File: config.mk
export PLATFORM = sky130hd
export DESIGN_NAME = fifo_fair_reader_writer_lock
export DESIGN_NICKNAME = d
export VERILOG_FILES = /design/src/sv/frwl_pkg.sv /design/src/sv/fifo_fair_reader_writer_lock.sv /design/src/sv/frwl_front.sv /design/src/sv/frwl_engine.sv
export SDC_FILE = /design/constraint.sdc
export NUM_CORES = 1
export LEC_CHECK = 0
export BUFFER_PORTS_ARGS = -buffer_cell sky130_fd_sc_hd__buf_2
export CORE_MARGIN = 2
export CORE_UTILIZATION = 55
export CTS_CLUSTER_DIAMETER = 80
export DETAILED_ROUTE_END_ITERATION = 8
export GPL_ROUTABILITY_DRIVEN = 0
export GPL_TIMING_DRIVEN = 0
export PLACE_DENSITY = 0.72
export SETUP_SLACK_MARGIN = 0.15
export SLEW_MARGIN = 30
export SYNTH_ARGS = -nofsm -noshare
export SYNTH_HDL_FRONTEND = slang
export SYNTH_SLANG_ARGS = --single-unit
File: constraint.sdc
create_clock -name i_clk -period 6.8 [get_ports i_clk]
set_clock_uncertainty 0.05 [all_clocks]
set_input_delay 0.68 -clock i_clk [delete_from_list [all_inputs] [get_ports i_clk]]
set_output_delay 0.68 -clock i_clk [all_outputs]
set_load 0.01 [all_outputs]
File: src/sv/frwl_pkg.sv
// ----------------------------------------------------------------------------
// frwl_pkg
// Shared types and constants for the fair reader/writer lock manager.
// ----------------------------------------------------------------------------
package frwl_pkg;

    localparam int QUEUE_DEPTH = 16;
    localparam int ID_BITS     = 8;

    localparam int REQ_W     = 8;
    localparam int ID_W      = (ID_BITS < REQ_W) ? ID_BITS : REQ_W;
    localparam int QA_BITS   = (QUEUE_DEPTH > 1) ? $clog2(QUEUE_DEPTH) : 1;
    localparam int FILL_BITS = $clog2(QUEUE_DEPTH + 1);
    localparam int CNT_W     = 8;

    localparam logic [REQ_W-1:0] ID_MASK    = REQ_W'((1 << ID_W) - 1);
    localparam logic [CNT_W-1:0] READER_MAX = {CNT_W{1'b1}};

    localparam logic CMD_ACQUIRE = 1'b0;
    localparam logic CMD_RELEASE = 1'b1;
    localparam logic KIND_WRITER = 1'b0;
    localparam logic KIND_READER = 1'b1;

    typedef enum logic [1:0] {
        OP_ACQ_WR,
        OP_ACQ_RD,
        OP_REL_WR,
        OP_REL_RD
    } t_op;

    typedef enum logic [2:0] {
        EV_GRANT     = 3'd0,
        EV_QUEUED    = 3'd1,
        EV_RELEASED  = 3'd2,
        EV_REJECT    = 3'd3,
        EV_BADUNLOCK = 3'd4
    } t_event;

    typedef enum logic [1:0] {
        ST_IDLE,
        ST_DECIDE,
        ST_WAIT
    } t_state;

    typedef struct packed {
        t_op              op;
        logic [REQ_W-1:0] id;
    } t_req;

    typedef struct packed {
        t_event           ev;
        logic [REQ_W-1:0] who;
        logic             kind;
        logic [CNT_W-1:0] rcnt;
        logic             wheld;
    } t_result;

endpackage

File: src/sv/fifo_fair_reader_writer_lock.sv
// ----------------------------------------------------------------------------
// fifo_fair_reader_writer_lock
// FIFO-fair reader/writer lock manager: front intake plus lock engine.
//
//   channel | handshake               | payload
//   --------+-------------------------+-------------------------------------
//   in      | i_in_valid / o_in_ready | i_cmd, i_kind, i_requester
//   out     | o_out_valid/ i_out_ready| o_event_res, o_who, o_who_kind,
//           |                         | o_readers_holding, o_writer_holding,
//           |                         | o_last
//
// Each request passes the engine's execute step, then its decide step; each
// cascaded grant adds a wait step (registered queue read) and a decide step.
// The intake buffers two requests, so input is taken while results stall.
// Synchronous active-low reset clears all control state; no clearing pass.
// A stalled output holds the engine in its decide step.
// ----------------------------------------------------------------------------
module fifo_fair_reader_writer_lock (
    input  logic       i_clk,
    input  logic       i_rst_n,
    input  logic       i_in_valid,
    output logic       o_in_ready,
    input  logic       i_cmd,
    input  logic       i_kind,
    input  logic [7:0] i_requester,
    output logic       o_out_valid,
    input  logic       i_out_ready,
    output logic [2:0] o_event_res,
    output logic [7:0] o_who,
    output logic       o_who_kind,
    output logic [7:0] o_readers_holding,
    output logic       o_writer_holding,
    output logic       o_last
);
    import frwl_pkg::*;

    t_req req;
    logic req_valid, req_pop;

    frwl_front u_front (
        .i_clk       (i_clk),
        .i_rst_n     (i_rst_n),
        .i_in_valid  (i_in_valid),
        .o_in_ready  (o_in_ready),
        .i_cmd       (i_cmd),
        .i_kind      (i_kind),
        .i_requester (i_requester),
        .o_req_valid (req_valid),
        .i_req_pop   (req_pop),
        .o_req       (req)
    );

    frwl_engine u_engine (
        .i_clk             (i_clk),
        .i_rst_n           (i_rst_n),
        .i_req_valid       (req_valid),
        .o_req_pop         (req_pop),
        .i_req             (req),
        .o_out_valid       (o_out_valid),
        .i_out_ready       (i_out_ready),
        .o_event_res       (o_event_res),
        .o_who             (o_who),
        .o_who_kind        (o_who_kind),
        .o_readers_holding (o_readers_holding),
        .o_writer_holding  (o_writer_holding),
        .o_last            (o_last)
    );

endmodule

File: src/sv/frwl_front.sv
// ----------------------------------------------------------------------------
// frwl_front
// Request intake: decodes each request and buffers it in a two-entry queue.
// ----------------------------------------------------------------------------
module frwl_front (
    input  logic                 i_clk,
    input  logic                 i_rst_n,
    input  logic                 i_in_valid,
    output logic                 o_in_ready,
    input  logic                 i_cmd,
    input  logic                 i_kind,
    input  logic [7:0]           i_requester,
    output logic                 o_req_valid,
    input  logic                 i_req_pop,
    output frwl_pkg::t_req       o_req
);
    import frwl_pkg::*;

    t_req       r_q [2];
    logic       r_wr_ptr, r_rd_ptr;
    logic [1:0] r_cnt;
    logic [1:0] n_cnt;
    t_req       dec;
    logic       push, pop;

    always_comb begin
        unique case ({i_cmd, i_kind})
            {CMD_ACQUIRE, KIND_WRITER}: dec.op = OP_ACQ_WR;
            {CMD_ACQUIRE, KIND_READER}: dec.op = OP_ACQ_RD;
            {CMD_RELEASE, KIND_WRITER}: dec.op = OP_REL_WR;
            default:                    dec.op = OP_REL_RD;
        endcase
        dec.id = i_requester & ID_MASK;
    end

    assign o_in_ready  = (r_cnt != 2'd2);
    assign o_req_valid = (r_cnt != 2'd0);
    assign o_req       = r_q[r_rd_ptr];
    assign push        = i_in_valid && o_in_ready;
    assign pop         = i_req_pop && o_req_valid;

    always_comb begin
        n_cnt = r_cnt;
        if (push && !pop) begin
            n_cnt = r_cnt + 2'd1;
        end else if (pop && !push) begin
            n_cnt = r_cnt - 2'd1;
        end
    end

    always_ff @(posedge i_clk) begin
        if (!i_rst_n) begin
            r_wr_ptr <= 1'b0;
            r_rd_ptr <= 1'b0;
            r_cnt    <= 2'd0;
        end else begin
            r_cnt <= n_cnt;
            if (push) begin
                r_wr_ptr <= ~r_wr_ptr;
            end
            if (pop) begin
                r_rd_ptr <= ~r_rd_ptr;
            end
        end
    end

    always_ff @(posedge i_clk) begin
        if (push) begin
            r_q[r_wr_ptr] <= dec;
        end
    end

endmodule

File: src/sv/frwl_engine.sv
// ----------------------------------------------------------------------------
// frwl_engine
// Lock state, wait queue and grant cascade; one result register at the output.
// ----------------------------------------------------------------------------
module frwl_engine (
    input  logic                 i_clk,
    input  logic                 i_rst_n,
    input  logic                 i_req_valid,
    output logic                 o_req_pop,
    input  frwl_pkg::t_req       i_req,
    output logic                 o_out_valid,
    input  logic                 i_out_ready,
    output logic [2:0]           o_event_res,
    output logic [7:0]           o_who,
    output logic                 o_who_kind,
    output logic [7:0]           o_readers_holding,
    output logic                 o_writer_holding,
    output logic                 o_last
);
    import frwl_pkg::*;

    t_state               r_state, n_state;
    logic [QA_BITS-1:0]   r_head, n_head, r_tail, n_tail;
    logic [FILL_BITS-1:0] r_fill, n_fill;
    logic [CNT_W-1:0]     r_rcnt, n_rcnt;
    logic                 r_wheld, n_wheld;
    logic                 r_casc, n_casc;
    t_result              r_pend, n_pend;
    logic                 r_out_valid, n_out_valid;
    t_result              r_out, n_out;
    logic                 r_last, n_last;

    logic [REQ_W:0]       r_mem [QUEUE_DEPTH];
    logic [REQ_W:0]       r_rd;
    logic                 mem_we;

    logic                 slot_free, conflict, is_reader, compat, more, take;

    assign slot_free = !r_out_valid || i_out_ready;
    assign is_reader = (i_req.op == OP_ACQ_RD) || (i_req.op == OP_REL_RD);
    assign conflict  = r_wheld || ((i_req.op == OP_ACQ_WR) && (r_rcnt != '0));
    assign compat    = !r_wheld && (r_rd[REQ_W] ? (r_rcnt != READER_MAX)
                                                : (r_rcnt == '0));
    assign more      = r_casc && (r_fill != '0) && compat;
    assign take      = (r_state == ST_IDLE) && i_req_valid;
    assign o_req_pop = take;

    // next state
    always_comb begin
        n_state = r_state;
        unique case (r_state)
            ST_IDLE: begin
                if (i_req_valid) begin
                    n_state = ST_DECIDE;
                end
            end
            ST_DECIDE: begin
                if (slot_free) begin
                    n_state = more ? ST_WAIT : ST_IDLE;
                end
            end
            ST_WAIT: n_state = ST_DECIDE;
            default: n_state = ST_IDLE;
        endcase
    end

    // datapath
    always_comb begin
        n_head      = r_head;
        n_tail      = r_tail;
        n_fill      = r_fill;
        n_rcnt      = r_rcnt;
        n_wheld     = r_wheld;
        n_casc      = r_casc;
        n_pend      = r_pend;
        n_out       = r_out;
        n_last      = r_last;
        n_out_valid = r_out_valid && !i_out_ready;
        mem_we      = 1'b0;

        if (take) begin
            n_casc = 1'b0;
            unique case (i_req.op)
                OP_ACQ_WR, OP_ACQ_RD: begin
                    if ((r_fill == '0) && !conflict) begin
                        if (is_reader) begin
                            if (r_rcnt == READER_MAX) begin
                                n_pend.ev = EV_REJECT;
                            end else begin
                                n_rcnt    = r_rcnt + 1'b1;
                                n_pend.ev = EV_GRANT;
                            end
                        end else begin
                            n_wheld   = 1'b1;
                            n_pend.ev = EV_GRANT;
                        end
                    end else if (r_fill == FILL_BITS'(QUEUE_DEPTH)) begin
                        n_pend.ev = EV_REJECT;
                    end else begin
                        mem_we    = 1'b1;
                        n_tail    = (r_tail == QA_BITS'(QUEUE_DEPTH - 1)) ? '0
                                                                          : r_tail + 1'b1;
                        n_fill    = r_fill + 1'b1;
                        n_pend.ev = EV_QUEUED;
                    end
                end
                OP_REL_RD: begin
                    if (r_rcnt == '0) begin
                        n_pend.ev = EV_BADUNLOCK;
                    end else begin
                        n_rcnt    = r_rcnt - 1'b1;
                        n_pend.ev = EV_RELEASED;
                        n_casc    = 1'b1;
                    end
                end
                OP_REL_WR: begin
                    if (!r_wheld) begin
                        n_pend.ev = EV_BADUNLOCK;
                    end else begin
                        n_wheld   = 1'b0;
                        n_pend.ev = EV_RELEASED;
                        n_casc    = 1'b1;
                    end
                end
                default: n_pend.ev = EV_BADUNLOCK;
            endcase
            n_pend.who   = i_req.id;
            n_pend.kind  = is_reader;
            n_pend.rcnt  = n_rcnt;
            n_pend.wheld = n_wheld;
        end

        if ((r_state == ST_DECIDE) && slot_free) begin
            n_out       = r_pend;
            n_last      = !more;
            n_out_valid = 1'b1;
            if (more) begin
                n_head = (r_head == QA_BITS'(QUEUE_DEPTH - 1)) ? '0 : r_head + 1'b1;
                n_fill = r_fill - 1'b1;
                if (r_rd[REQ_W]) begin
                    n_rcnt = r_rcnt + 1'b1;
                end else begin
                    n_wheld = 1'b1;
                end
                n_pend.ev    = EV_GRANT;
                n_pend.who   = r_rd[REQ_W-1:0];
                n_pend.kind  = r_rd[REQ_W];
                n_pend.rcnt  = n_rcnt;
                n_pend.wheld = n_wheld;
            end
        end
    end

    always_ff @(posedge i_clk) begin
        if (!i_rst_n) begin
            r_state     <= ST_IDLE;
            r_head      <= '0;
            r_tail      <= '0;
            r_fill      <= '0;
            r_rcnt      <= '0;
            r_wheld     <= 1'b0;
            r_casc      <= 1'b0;
            r_out_valid <= 1'b0;
        end else begin
            r_state     <= n_state;
            r_head      <= n_head;
            r_tail      <= n_tail;
            r_fill      <= n_fill;
            r_rcnt      <= n_rcnt;
            r_wheld     <= n_wheld;
            r_casc      <= n_casc;
            r_out_valid <= n_out_valid;
        end
    end

    always_ff @(posedge i_clk) begin
        r_pend <= n_pend;
        r_out  <= n_out;
        r_last <= n_last;
    end

    // wait queue: written at tail, head read registered
    always_ff @(posedge i_clk) begin
        if (mem_we) begin
            r_mem[r_tail] <= {is_reader, i_req.id};
        end
        r_rd <= r_mem[r_head];
    end

    assign o_out_valid       = r_out_valid;
    assign o_event_res       = r_out.ev;
    assign o_who             = r_out.who;
    assign o_who_kind        = r_out.kind;
    assign o_readers_holding = r_out.rcnt;
    assign o_writer_holding  = r_out.wheld;
    assign o_last            = r_last;

endmodule
## Yosys cells after proc, flatten, opt, wreduce, memory -nomap -nowiden

Memory sizes are Yosys's and may differ from the RTL's. A register that Yosys moved wholly into a read port is not among the register bits.
Index checks and enable logic that the tools add are counted.

- Register bits after elaboration: 73
- RAM bits: 164
- Bits of input ports: 14
- Output and inout bits: 24
- Logic and storage cells: 142
- Memories: 2

Memories:

| name | depth | bits a word | read ports | clocked after memory_dff | write ports | RTL line | text |
|---|---|---|---|---|---|---|---|
| u_engine.r_mem | 16 | 9 | 1 | 1 | 1 | frwl_engine.sv:33 | `logic [REQ_W:0] r_mem [QUEUE_DEPTH];` |
| u_front.r_q | 2 | 10 | 1 | 1 | 1 | frwl_front.sv:19 | `t_req r_q [2];` |

- Add/subtract/negate cells: 8
- Equality and inequality tests: 15
- Muxes and demuxes: 56
- Bitwise gates (word level): 4
- Reductions and logical operators: 35

Operators with widths:

| operator | count |
|---|---|
| 2-to-1 mux 8 bit | 8 |
| 2-to-1 mux 21 bit | 3 |
| 2-to-1 mux 5 bit | 6 |
| 2-to-1 mux 1 bit | 20 |
| 2-to-1 mux 2 bit | 8 |
| one-hot mux 8 bit (2 select lines) | 1 |
| logical AND 1 bit | 12 |
| one-hot mux 2 bit (3 select lines) | 2 |
| 2-to-1 mux 3 bit | 3 |
| one-hot mux 3 bit (3 select lines) | 1 |
| adder 4 x 1 -> 4 bit (second input constant) | 2 |
| adder 8 x 1 -> 8 bit (second input constant) | 1 |
| == test 2 bit (second input constant) | 4 |
| == test 4 bit (second input constant) | 2 |
| == test 8 bit (second input constant) | 1 |
| zero test 8 bit | 1 |
| 2-to-1 mux 4 bit | 2 |
| != test 8 bit (second input constant) | 1 |
| nonzero test 8 bit | 1 |
| subtractor 8 x 1 -> 8 bit (second input constant) | 1 |
| zero test 1 bit | 7 |
| == test 2 x 1 -> 1 bit (second input constant) | 3 |
| zero test 2 bit | 3 |
| adder 5 x 1 -> 5 bit (second input constant) | 1 |
| 15 further kinds | 24 |

## Logic depth before layout (Yosys ltp)

Gate-level depths: netlist of run 1.

- Word-level depth: 11
- Mapped depth: 11
- Depth with buffers taken out: 7

## Hierarchy

A second synthesis of run 1 with hierarchy kept.

- Cell total of the unflattened synthesis: 690
- Area total of the unflattened synthesis: 10,313.6 µm²

By module, submodules not included:

| module | instances | cells an instance | area each (µm²) | seq. area each (µm²) |
|---|---|---|---|---|
| frwl_engine | 1 | 632 | 9,354.0 | 6,105.9 |
| frwl_front | 1 | 58 | 959.7 | 700.7 |

## Least setup slack after synthesis of run 1

No wires, ideal clock.

- Path type: flip-flop to flip-flop
- Start: register u_engine.r_rcnt[0]
- End: memory u_engine.r_mem[3][0] in the netlist's numbering, enable pin
- Setup time: 0.387 ns
- Data arrival time: 2.728 ns
- Setup slack: 3.636 ns
- Cell stages (with the launch flop): 11
- Buffers on the path: 3
- Period minus slack after synthesis: 3.164 ns
- Path through: dfxtp_1 clkbuf_1 inv_1 ha_1 or3b_2 buf_2 o21ai_1 a311oi_1 buf_2 nand2_1 nor3_1

- Word-level cells in the longest chain between the ends: 10

Ends and longest elaborated chain:

| element | RTL line | text |
|---|---|---|
| start: declaration | frwl_engine.sv:25 | `logic [CNT_W-1:0] r_rcnt, n_rcnt;` |
| start signal: assignment | frwl_engine.sv:169 | `r_rcnt <= n_rcnt;` |
| nonzero test 8 bit | frwl_engine.sv:41 | `assign conflict = r_wheld \|\| ((i_req.op == OP_ACQ_WR) && (r_rcnt != '0));` |
| logical AND 1 bit | frwl_engine.sv:41 |  |
| logical OR 1 bit | frwl_engine.sv:41 |  |
| zero test 1 bit | frwl_engine.sv:85 | `if ((r_fill == '0) && !conflict) begin` |
| logical AND 1 bit | frwl_engine.sv:85 |  |
| 2-to-1 mux 1 bit | frwl_engine.sv:85 |  |
| 2-to-1 mux 1 bit | frwl_engine.sv:83 | `unique case (i_req.op)` |
| 2-to-1 mux 1 bit | frwl_engine.sv:81 | `if (take) begin` |
| 2-to-1 mux 1 bit | frwl_engine.sv:184 | `if (mem_we) begin` |
| 2-to-1 mux 1 bit (implied by the code) | frwl_engine.sv:185 | `r_mem[r_tail] <= {is_reader, i_req.id};` |
| end: declaration | frwl_engine.sv:33 |  |

Every way passes these cells.

## Worst setup path in the final report of run 1

- Start: register u_engine.r_rcnt[0]
- End: memory u_engine.r_mem[15][3] in the netlist's numbering, enable pin

The elaborated chain is that of the path after synthesis.

==> results of run 1 <==
==> cells in the final DEF, fill, tap and decap left out, types with 8 or more instances in the layout <==
cell	n
and3_1	19
mux4_2	45
nor3_1	15
edfxtp_1	186
a211oi_1	8
buf_2	50
clkbuf_1	24
ha_1	11
nand2_1	31
clkbuf_16	26
inv_1	14
mux2_2	11
a21oi_1	28
dfxtp_1	61
o21ai_0	25
mux2i_1	15
nor2_1	34
==> power groups by stage <==
stage / sequential, W / clock (W) / combinational [W]
2_1_floorplan: 0.00202 / 0 / 0.000687
3_3_place_gp: 0.00202 / 0 / 0.000959
3_5_place_dp: 0.00203 / 0 / 0.00101
4_1_cts: 0.00200 / 0.00140 / 0.00102
5_1_grt: 0.00202 / 0.00146 / 0.00112
6_report: 0.00200 / 0.00138 / 0.00103
==> layer usage <==
| metal | global-route usage (%) | vias to the layer above | part of all wire, % |
|---|---|---|---|
| met4 | 6.89 | 0 | 2.4 |
| met3 | 4.14 | 57 | 7.5 |
| met2 | 36.9 | 287 | 47 |
| li1 | - | 2788 | - |
| met5 | 0 | - | 0 |
| met1 | 32.4 | 3089 | 43 |
==> sequential cells by signal, indices dropped and copies added, names as in the netlist, named ones only <==
| signal | count |
|---|---|
| u_front.r_wr_ptr | 1 |
| u_engine.o_out_valid | 1 |
| u_engine.r_head | 4 |
| u_engine.r_tail | 4 |
| u_engine.r_wheld | 1 |
| u_engine.r_mem | 144 |
| u_engine.o_who_kind | 1 |
| u_engine.r_fill | 5 |
| u_front.r_q | 20 |
| u_engine.r_rd | 9 |
| u_engine.r_pend | 21 |
| u_engine.r_casc | 1 |
| u_front.r_cnt | 2 |
| u_engine.o_readers_holding | 8 |
| u_front.r_rd_ptr | 1 |
| u_engine.o_writer_holding | 1 |
| u_engine.o_who | 8 |
| u_engine.r_rcnt | 8 |
| u_engine.o_event_res | 3 |
| u_engine.r_state | 2 |
| u_engine.o_last | 1 |
==> per-stage QoR <==
step	utilization, %	total power (W)	std cells	worst slack [ps]
4_1_cts	64.0	0.00442	985	3130
5_1_grt	64.0	0.00460	985	2780
3_5_place_dp	59.3	0.00304	939	3150
6_report	64.0	0.00442	985	3110
3_3_place_gp	59.1	0.00298	937	2530
2_1_floorplan	-	0.00271	673	3640
==> critical path: stages, from the launching register on <==
cell	delay (ps)
dfxtp_1	350
clkbuf_1	330
inv_1	110
ha_1	240
or3b_2	190
buf_2	190
o21ai_1	110
a311oi_1	600
buf_2	350
nand2_1	160
nor2_1	650
==> logic make-up (layout without fill, tap and decap cells) <==
group           count (synthesis)  in the layout
flops                         247            247
simple gates                  155            155
compound gates                119            119
mux                            72             72
buf+inv                        59            142
fa+ha+maj                      11             11
xor+xnor                       10             10
==> area by class of cell <==
| cell class | instances | area [um^2] |
|---|---|---|
| flip-flops and latches | 247 | 6810 |
| fillers | 1284 | 6530 |
| multi-input cells | 367 | 3210 |
| clock buffers | 30 | 666 |
| well taps | 229 | 287 |
| repair buffers | 37 | 210 |
| plain buffers | 44 | 200 |
| clock inverters | 16 | 178 |
| inverters | 15 | 56.3 |
==> path summary, 6_finish.rpt <==
kind / depth (start not counted) / slack [ps] / endpoint / from
setup / recovery: 10 / 3110 / u_engine.r_mem[15][3]$_DFFE_PP_ / u_engine.r_rcnt[0]$_SDFF_PN0_
hold / removal: 1 / 290 / u_front.r_q[0][7]$_DFFE_PP_ / i_requester[7]
hold reg to reg: 0 / 380 / u_engine.o_readers_holding[4]$_DFFE_PP_ / u_engine.r_pend[5]$_DFF_P_
setup reg to reg: 10 / 3110 / u_engine.r_mem[15][3]$_DFFE_PP_ / u_engine.r_rcnt[0]$_SDFF_PN0_
==> results.sh, run 1 <==
export IMPL_drive_gt1_share_pct=22.2
export IMPL_initialDrtViolationCount=788
export IMPL_tightest_slew_ps=880
export IMPL_yosysTopAreaCell="edfxtp_1"
export IMPL_p_int_w=0.00309
export IMPL_p_leak_nw=3.95
export IMPL_dr_pass1_iters=5
export IMPL_ys_warn_count=0
export IMPL_ant_nets=0
export IMPL_fin_hold_ws_ps=290
export IMPL_clkPwrFrac_pct=31.2
export IMPL_area_growth_pct=13.2
export IMPL_start_util_pct=56.5
export IMPL_synth_distinct_cells=70
export IMPL_dieHeight_um=141
export IMPL_post_drt_via_cell_ratio=6.32
export IMPL_cp_arrival_ps=3800
export IMPL_root_buffer="clkbuf_16"
export IMPL_hpwl_um=15000
export IMPL_die_w_um=141
export IMPL_final_cell_area_um2=11600
export IMPL_async_flop_share_pct=0
export IMPL_timing_final_crit_share_pct=54.3
export IMPL_ys_ff_latch=247
export IMPL_routed_via_count=6221
export IMPL_cts_reportedPaths_clkPinSlew_ps=60
export IMPL_grt_use_total_pct=22.9
export IMPL_wl_um=21900
export IMPL_insertion_delay_ps=530
export IMPL_cts_num_sinks=247
export IMPL_synth_fp_nets=698
export IMPL_synth_edff_count=186
export IMPL_ys_seq_area_share_pct=66.3
export IMPL_netlist_instances=673
export IMPL_maxCapViolCount=0
export IMPL_pwr_share_seq_pct=45.4
export IMPL_maxSlewViolCount=0
export IMPL_cp_end_kind="flip-flop"
export IMPL_outcome="finished clean"
export IMPL_postCtsSetupBuffers=0
export IMPL_power_switching_share_pct=30.0
export IMPL_power_density_nw_per_um2=380
export IMPL_rows=49
export IMPL_synth_area_um2=10300
export IMPL_yosys_area_top_type_share_pct=54.4
export IMPL_cts_buffers=26
export IMPL_max_slew_margin_pct=41.3
export IMPL_combPwrFrac_pct=23.4
export IMPL_worstPathRequired_ps=6900
export IMPL_synthMostInstantiatedCell="edfxtp_1"
export IMPL_synthSimpleGateAreaFrac_pct=8.17
export IMPL_fmax_mhz=271
export IMPL_htree_levels=1
export IMPL_hold_violations=0
export IMPL_final_net_count=763
export IMPL_ctsResizeCount=0
export IMPL_grt_first_pass_wirelength_um=34600
export IMPL_placed_cell_area_um2=10800
export IMPL_grt_pass1_vias=6206
export IMPL_synth_top_family_by_area="multiplexers"
export IMPL_ys_top_cells_by_area="edfxtp_1, dfxtp_1, mux4_2"
export IMPL_io_buffers=35
export IMPL_synth_mux_area_fraction_pct=12.8
export IMPL_post_route_drc_count=0
export IMPL_synthFlopType="edfxtp_1"
export IMPL_rsz0062_at_grt="false"
export IMPL_critPathMaxFanout=10
export IMPL_hold_buffers=0
export IMPL_synth_fa_ha_area_share_pct=1.34
export IMPL_grt_max_degree=22
export IMPL_crit_path_start_kind="flip-flop"
export IMPL_peakVddDrop_uv=259
export IMPL_wl_per_cell_um=22.3
export IMPL_power_switching_w=0.00132
export IMPL_ios=38
export IMPL_dieArea_um2=19800
export IMPL_fin_crit_ps=3690
export IMPL_synth_avg_cell_area_um2=15.2
export IMPL_clockBufferDepth=3
export IMPL_tns_ps=0
export IMPL_synth_xor_area_share_pct=0.854
export IMPL_path_class="flip-flop to flip-flop"
export IMPL_diodes=0
export IMPL_synthTopCellsByCount="edfxtp_1, dfxtp_1, mux4_2, nor2_1, nand2_1"
export IMPL_tritoncts="built"
export IMPL_core_area_um2=18100
export IMPL_antenna_found_initial=0
export IMPL_setup_violations=0
export IMPL_hold_path_class="input pin to flip-flop"
export IMPL_synth_compound_area_share_pct=8.05
export IMPL_gr_total_overflow=0
(Power assumes the default switching activity.)
==> run 2, diff against run 1 <==
--- a/config.mk
+++ b/config.mk
@@ -12,7 +12,7 @@
 export DETAILED_ROUTE_END_ITERATION = 8
 export GPL_ROUTABILITY_DRIVEN = 0
 export GPL_TIMING_DRIVEN = 0
-export PLACE_DENSITY = 0.72
+export PLACE_DENSITY = 0.75
 export SETUP_SLACK_MARGIN = 0.15
 export SLEW_MARGIN = 30
 export SYNTH_ARGS = -nofsm -noshare
==> constraint.sdc (replaced) <==
create_clock -name i_clk -period 3.25 [get_ports i_clk]
set_clock_uncertainty 0.05 [all_clocks]
set_input_delay 0.325 -clock i_clk [delete_from_list [all_inputs] [get_ports i_clk]]
set_output_delay 0.325 -clock i_clk [all_outputs]
set_load 0.01 [all_outputs]
==> run 2 against run 1 <==
Compared with the run above: core utilization rose by 1.2 points; non-clock buffer count rose by 14; sequential power rose by 110%; power rose by 110%; global-route usage barely moved; fmax rose by 27%; cell count rose by 1.4%; register-to-register slack got worse by 2800 ps; combinational power rose by 110%; routed wire length rose by 1.2%; largest cell class unchanged.
==> results.sh, run 2 (synthesis results as in run 1) <==
export IMPL_insertion_delay_ps=520
export IMPL_fmax_mhz=344
export IMPL_grt_use_total_pct=22.8
export IMPL_cts_buffers=25
export IMPL_final_cell_mix="edfxtp_1, dfxtp_1, buf_2"
export IMPL_hold_path_class="input pin to flip-flop"
export IMPL_hpwl_um=14800
export IMPL_critPathMaxFanout=10
export IMPL_routed_via_count=6273
export IMPL_regMostFlops="u_engine.r_mem"
export IMPL_ant_nets=0
export IMPL_grt_max_degree=26
export IMPL_ios=38
export IMPL_area_growth_pct=15.2
export IMPL_initialDrtViolationCount=630
export IMPL_maxSlewViolCount=0
export IMPL_dieArea_um2=19800
export IMPL_die_w_um=141
export IMPL_grt_pass1_vias=6273
export IMPL_cp_end_kind="flip-flop"
export IMPL_start_util_pct=56.5
export IMPL_dr_pass1_iters=6
export IMPL_post_route_drc_count=0
export IMPL_hold_violations=0
export IMPL_peakVddDrop_uv=460
export IMPL_dieHeight_um=141
export IMPL_root_buffer="clkbuf_16"
export IMPL_rsz0062_at_grt="false"
export IMPL_gr_total_overflow=0
export IMPL_core_area_um2=18100
export IMPL_drive_gt1_share_pct=25.2
export IMPL_wl_per_cell_um=22.2
export IMPL_clockBufferDepth=3
export IMPL_cts_reportedPaths_clkPinSlew_ps=60
export IMPL_final_cell_area_um2=11800
export IMPL_htree_levels=1
export IMPL_outcome="finished clean"
export IMPL_path_class="flip-flop to flip-flop"
export IMPL_power_density_nw_per_um2=789
export IMPL_tightest_slew_ps=853
export IMPL_rows=49
export IMPL_tritoncts="built"
export IMPL_largest_reg_flops=144
export IMPL_timing_final_crit_share_pct=89.4
export IMPL_wl_um=22200
export IMPL_maxCapViolCount=0
export IMPL_post_drt_via_cell_ratio=6.28
export IMPL_dp_slack_ps=-484
export IMPL_cts_num_sinks=247
export IMPL_p_leak_nw=4.03
export IMPL_crit_path_start_kind="flip-flop"
export IMPL_grt_first_pass_wirelength_um=34500
export IMPL_rr_worst_depth=9
export IMPL_antenna_found_initial=0
export IMPL_final_net_count=776
export IMPL_max_slew_margin_pct=43.1
export IMPL_setup_violations=0
export IMPL_reg_top3="u_engine.r_mem: 144 flops, u_engine.r_pend: 21 flops, u_front.r_q: 20 flops"
export IMPL_placed_cell_area_um2=10800
export IMPL_cp_arrival_ps=3010
export IMPL_worstHoldPathCells=3
export IMPL_io_buffers=35
export IMPL_layout_commonest_cell="edfxtp_1"
export IMPL_fin_crit_ps=2900
export IMPL_setup_ws_ps=345
export IMPL_diodes=0
export IMPL_worstPathRequired_ps=3350
## run 2: layout make-up
type	instances	area [um^2]
clock buffer	30	664
clock inverter	16	189
buffer	44	210
tap	229	287
fill	1274	6320
multi-input combinational	367	3250
timing repair buffer	51	357
sequential	247	6810
inverter	15	56.3
## run 2: worst paths after layout
kind / startpoint / end / slack [ps]
max reg2reg: u_engine.r_rcnt[0]$_SDFF_PN0_ / u_engine.r_mem[14][4]$_DFFE_PP_ / 350
min reg2reg: u_engine.r_rd[7]$_DFF_P_ / u_engine.r_pend[17]$_DFF_P_ / 380
min: i_rst_n / u_engine.r_casc$_SDFFE_PN0P_ / 110
max: u_engine.r_rcnt[0]$_SDFF_PN0_ / u_engine.r_mem[14][4]$_DFFE_PP_ / 350
## run 2: per-layer routing
layer	vias up	track usage (%)	wire, um	part of all wire [%]
li1	2817	-	-	-
met1	3079	32.1	9270	42
met2	332	36.6	10400	47
met3	45	4.38	2020	9.1
met4	0	7.63	496	2.2
met5	-	0	0	0
## run 2: timing repair
action	4_1_cts	5_1_grt
buffers inserted	1	3
endpoints found under the setup margin	144	145
cloned	0	1
hold buffers	10	0
hold endpoints to repair	20	0
gates resized for setup	10	18
pin swaps	1	1
## run 2: worst max-delay path: stages (launching register included)
cell      delay [ps]
dfxtp_1          330
clkbuf_4         190
inv_1             70
ha_1             220
or3b_2           190
buf_2            200
o21ai_1          140
a311oi_2         440
buf_4            230
and3_1           470
## run 2: power breakdown
group / switching (W) / internal, W / total [W]
logic: 0.00139 / 0.000805 / 0.00220
registers: 0.000197 / 0.00399 / 0.00419
clock network: 0.00116 / 0.00178 / 0.00294
## run 2: through the flow
stage	setup TNS, ps	std cells	hold slack [ps]	utilization, %	total power [W]
after floorplan	0	673	351	-	0.00566
after global placement	-19850	937	365	59.1	0.00622
after detailed placement	-19660	938	366	59.3	0.00635
after CTS	0	995	88.5	64.8	0.00930
after global routing	0	999	105	65.2	0.00972
final	0	999	109	65.2	0.00933
==> run 3, diff against run 2 <==
--- a/config.mk
+++ b/config.mk
@@ -11,7 +11,7 @@
 export CTS_CLUSTER_DIAMETER = 80
 export DETAILED_ROUTE_END_ITERATION = 8
 export GPL_ROUTABILITY_DRIVEN = 0
-export GPL_TIMING_DRIVEN = 0
+export GPL_TIMING_DRIVEN = 1
 export PLACE_DENSITY = 0.75
 export SETUP_SLACK_MARGIN = 0.15
 export SLEW_MARGIN = 30
==> run 3 against run 2 <==
Compared with the run above: design area decreased by 2.9%; worst hold slack improved by 5.4 ps; first-iteration DRC count is 15% higher; non-clock buffer count shrank 35; die area did not move; clock power fell by 13%; setup slack improved by 1.6 ps; cell count decreased by 3.8%; sequential cell count stayed put; via count fell by 3.9%.
==> results.sh, run 3 (synthesis results as in run 1) <==
export IMPL_outcome="finished clean"
export IMPL_io_buffers=37
export IMPL_clkPwrFrac_pct=28.8
export IMPL_cp_arrival_ps=3260
export IMPL_tns_ps=0
export IMPL_post_route_drc_count=0
export IMPL_cp_end_kind="flip-flop"
export IMPL_placed_cell_area_um2=10700
export IMPL_final_net_count=740
export IMPL_largest_reg_flops=144
export IMPL_antenna_found_initial=0
export IMPL_wl_per_cell_um=21.9
export IMPL_grt_use_total_pct=21.6
export IMPL_tightest_slew_ps=848
export IMPL_dieArea_um2=19800
export IMPL_final_cell_area_um2=11500
export IMPL_fmax_mhz=344
export IMPL_setup_violations=0
export IMPL_timing_final_crit_share_pct=89.3
export IMPL_grt_max_degree=40
export IMPL_area_growth_pct=11.9
export IMPL_wl_um=21100
export IMPL_rows=49
export IMPL_start_util_pct=56.5
export IMPL_htree_levels=1
export IMPL_worstPathRequired_ps=3610
export IMPL_whs_endpoint="u_engine.r_casc$_SDFFE_PN0P_"
export IMPL_clockBufferDepth=3
export IMPL_pwr_share_seq_pct=47.9
export IMPL_insertion_delay_ps=510
export IMPL_tritoncts="built"
export IMPL_cts_reportedPaths_clkPinSlew_ps=70
export IMPL_critPathMaxFanout=16
export IMPL_hold_violations=0
export IMPL_post_drt_via_cell_ratio=6.27
export IMPL_root_buffer="clkbuf_16"
export IMPL_rsz0062_at_grt="false"
export IMPL_hold_path_class="input pin to flip-flop"
export IMPL_dieHeight_um=141
export IMPL_gr_total_overflow=0
export IMPL_rr_endpoint="u_engine.r_pend[11]$_DFF_P_"
export IMPL_ant_nets=0
export IMPL_cts_buffers=24
export IMPL_combPwrFrac_pct=23.3
export IMPL_grt_first_pass_wirelength_um=32900
export IMPL_crit_path_start_kind="flip-flop"
export IMPL_maxSlewViolCount=0
export IMPL_reg_top3="u_engine.r_mem: 144 flops, u_engine.r_pend: 21 flops, u_front.r_q: 20 flops"
export IMPL_peakVddDrop_uv=688
export IMPL_maxCapViolCount=0
export IMPL_initialDrtViolationCount=722
export IMPL_p_leak_nw=3.87
export IMPL_hpwl_um=13700
export IMPL_grt_pass1_vias=5808
export IMPL_ios=38
export IMPL_final_cell_mix="edfxtp_1, dfxtp_1, mux4_2"
export IMPL_die_w_um=141
export IMPL_drive_gt1_share_pct=21.3
export IMPL_core_area_um2=18100
export IMPL_p_int_w=0.00618
export IMPL_diodes=0
export IMPL_max_slew_margin_pct=43.1
export IMPL_power_density_nw_per_um2=772
export IMPL_routed_via_count=6029
export IMPL_dr_pass1_iters=4
export IMPL_path_class="flip-flop to flip-flop"
export IMPL_rr_worst_depth=9
export IMPL_power_switching_share_pct=30.3
export IMPL_reg2reg_slack_ps=350
export IMPL_power_switching_w=0.00269
export IMPL_worstHoldPathCells=3
export IMPL_fin_crit_ps=2900
export IMPL_r2r_start="u_engine.r_rcnt[1]$_SDFF_PN0_"
export IMPL_hp_start="i_rst_n"
export IMPL_cts_num_sinks=247
export IMPL_regMostFlops="u_engine.r_mem"
export IMPL_layout_commonest_cell="edfxtp_1"
[run 3: changes by cell type in the layout (fill, tap and decap cells not counted), moves of 3 or more]
cell and delta:
clkinv_2 -3, buf_4 +6, clkbuf_2 -4, clkbuf_1 -14, and3_2 -12, buf_1 -3, bufinv_16 -4, clkinv_1 +3
and3_1 +13, buf_2 -12
[run 3: worst max path at each step]
stage / start / endpoint / slack, ps / cells past startpoint
after floorplan: u_engine.r_rcnt[0]$_SDFF_PN0_ / u_engine.r_mem[15][0]$_DFFE_PP_ / 340 / 10
after global routing: u_engine.r_rcnt[0]$_SDFF_PN0_ / u_engine.r_pend[11]$_DFF_P_ / 160 / 9
final: u_engine.r_rcnt[1]$_SDFF_PN0_ / u_engine.r_pend[11]$_DFF_P_ / 350 / 9
after CTS: u_engine.r_rcnt[0]$_SDFF_PN0_ / u_engine.r_mem[15][3]$_DFFE_PP_ / 400 / 9
after global placement: u_engine.r_rcnt[0]$_SDFF_PN0_ / u_engine.r_pend[1]$_DFF_P_ / 500 / 6
after detailed placement: u_engine.r_rcnt[0]$_SDFF_PN0_ / u_engine.r_mem[15][5]$_DFFE_PP_ / 410 / 9
[run 3: cell type report]
cell class | count | area (um^2)
clock buffer | 34 | 679
clock inverter | 9 | 42.5
fill | 1317 | 6660
inverter | 15 | 56.3
multi-input combinational | 367 | 3220
sequential | 247 | 6810
tap | 229 | 287
timing repair buffer | 60 | 395
[run 3: worst max-delay path: stages, from the launching register on]
cell	delay, ps
dfxtp_1	380
inv_1	140
ha_1	200
or3b_2	550
nor3_4	270
o211a_1	480
buf_4	280
buf_4	220
nand2_1	90
o21ai_0	120
[run 3: routing by layer]
metal / GRT usage, % / vias to the layer above / part of all wire, %
li1: - / 2742 / -
met3: 3.97 / 35 / 8.0
met1: 32.2 / 2972 / 44
met4: 5.26 / 0 / 1.9
met2: 33.8 / 280 / 46
met5: 0 / - / 0
[run 3: metrics by stage]
step	utilization [%]	setup slack (ps)	cells	hold WS (ps)	power, W
floorplan	-	338	673	351	0.00566
global placement	58.7	503	908	362	0.00624
detailed placement	58.7	412	908	367	0.00632
CTS	63.3	396	961	98.5	0.00886
global route	63.3	157	961	120	0.00925
finish	63.3	347	961	115	0.00887
[run 3: timing repair]
item / in CTS / in global routing
hold buffers: 10 / 0
setup endpoints to repair: 0 / 6
buffers inserted: 0 / 0
gates resized for setup: 0 / 1
hold endpoints to repair: 20 / 0
[run 3: power by group through the flow]
stage	clock, W	combinational, W	sequential [W]
after global routing	0.00271	0.00224	0.00429
after detailed placement	0	0.00201	0.00430
final	0.00256	0.00207	0.00425
after CTS	0.00259	0.00203	0.00424
after global placement	0	0.00195	0.00428
after floorplan	0	0.00144	0.00423
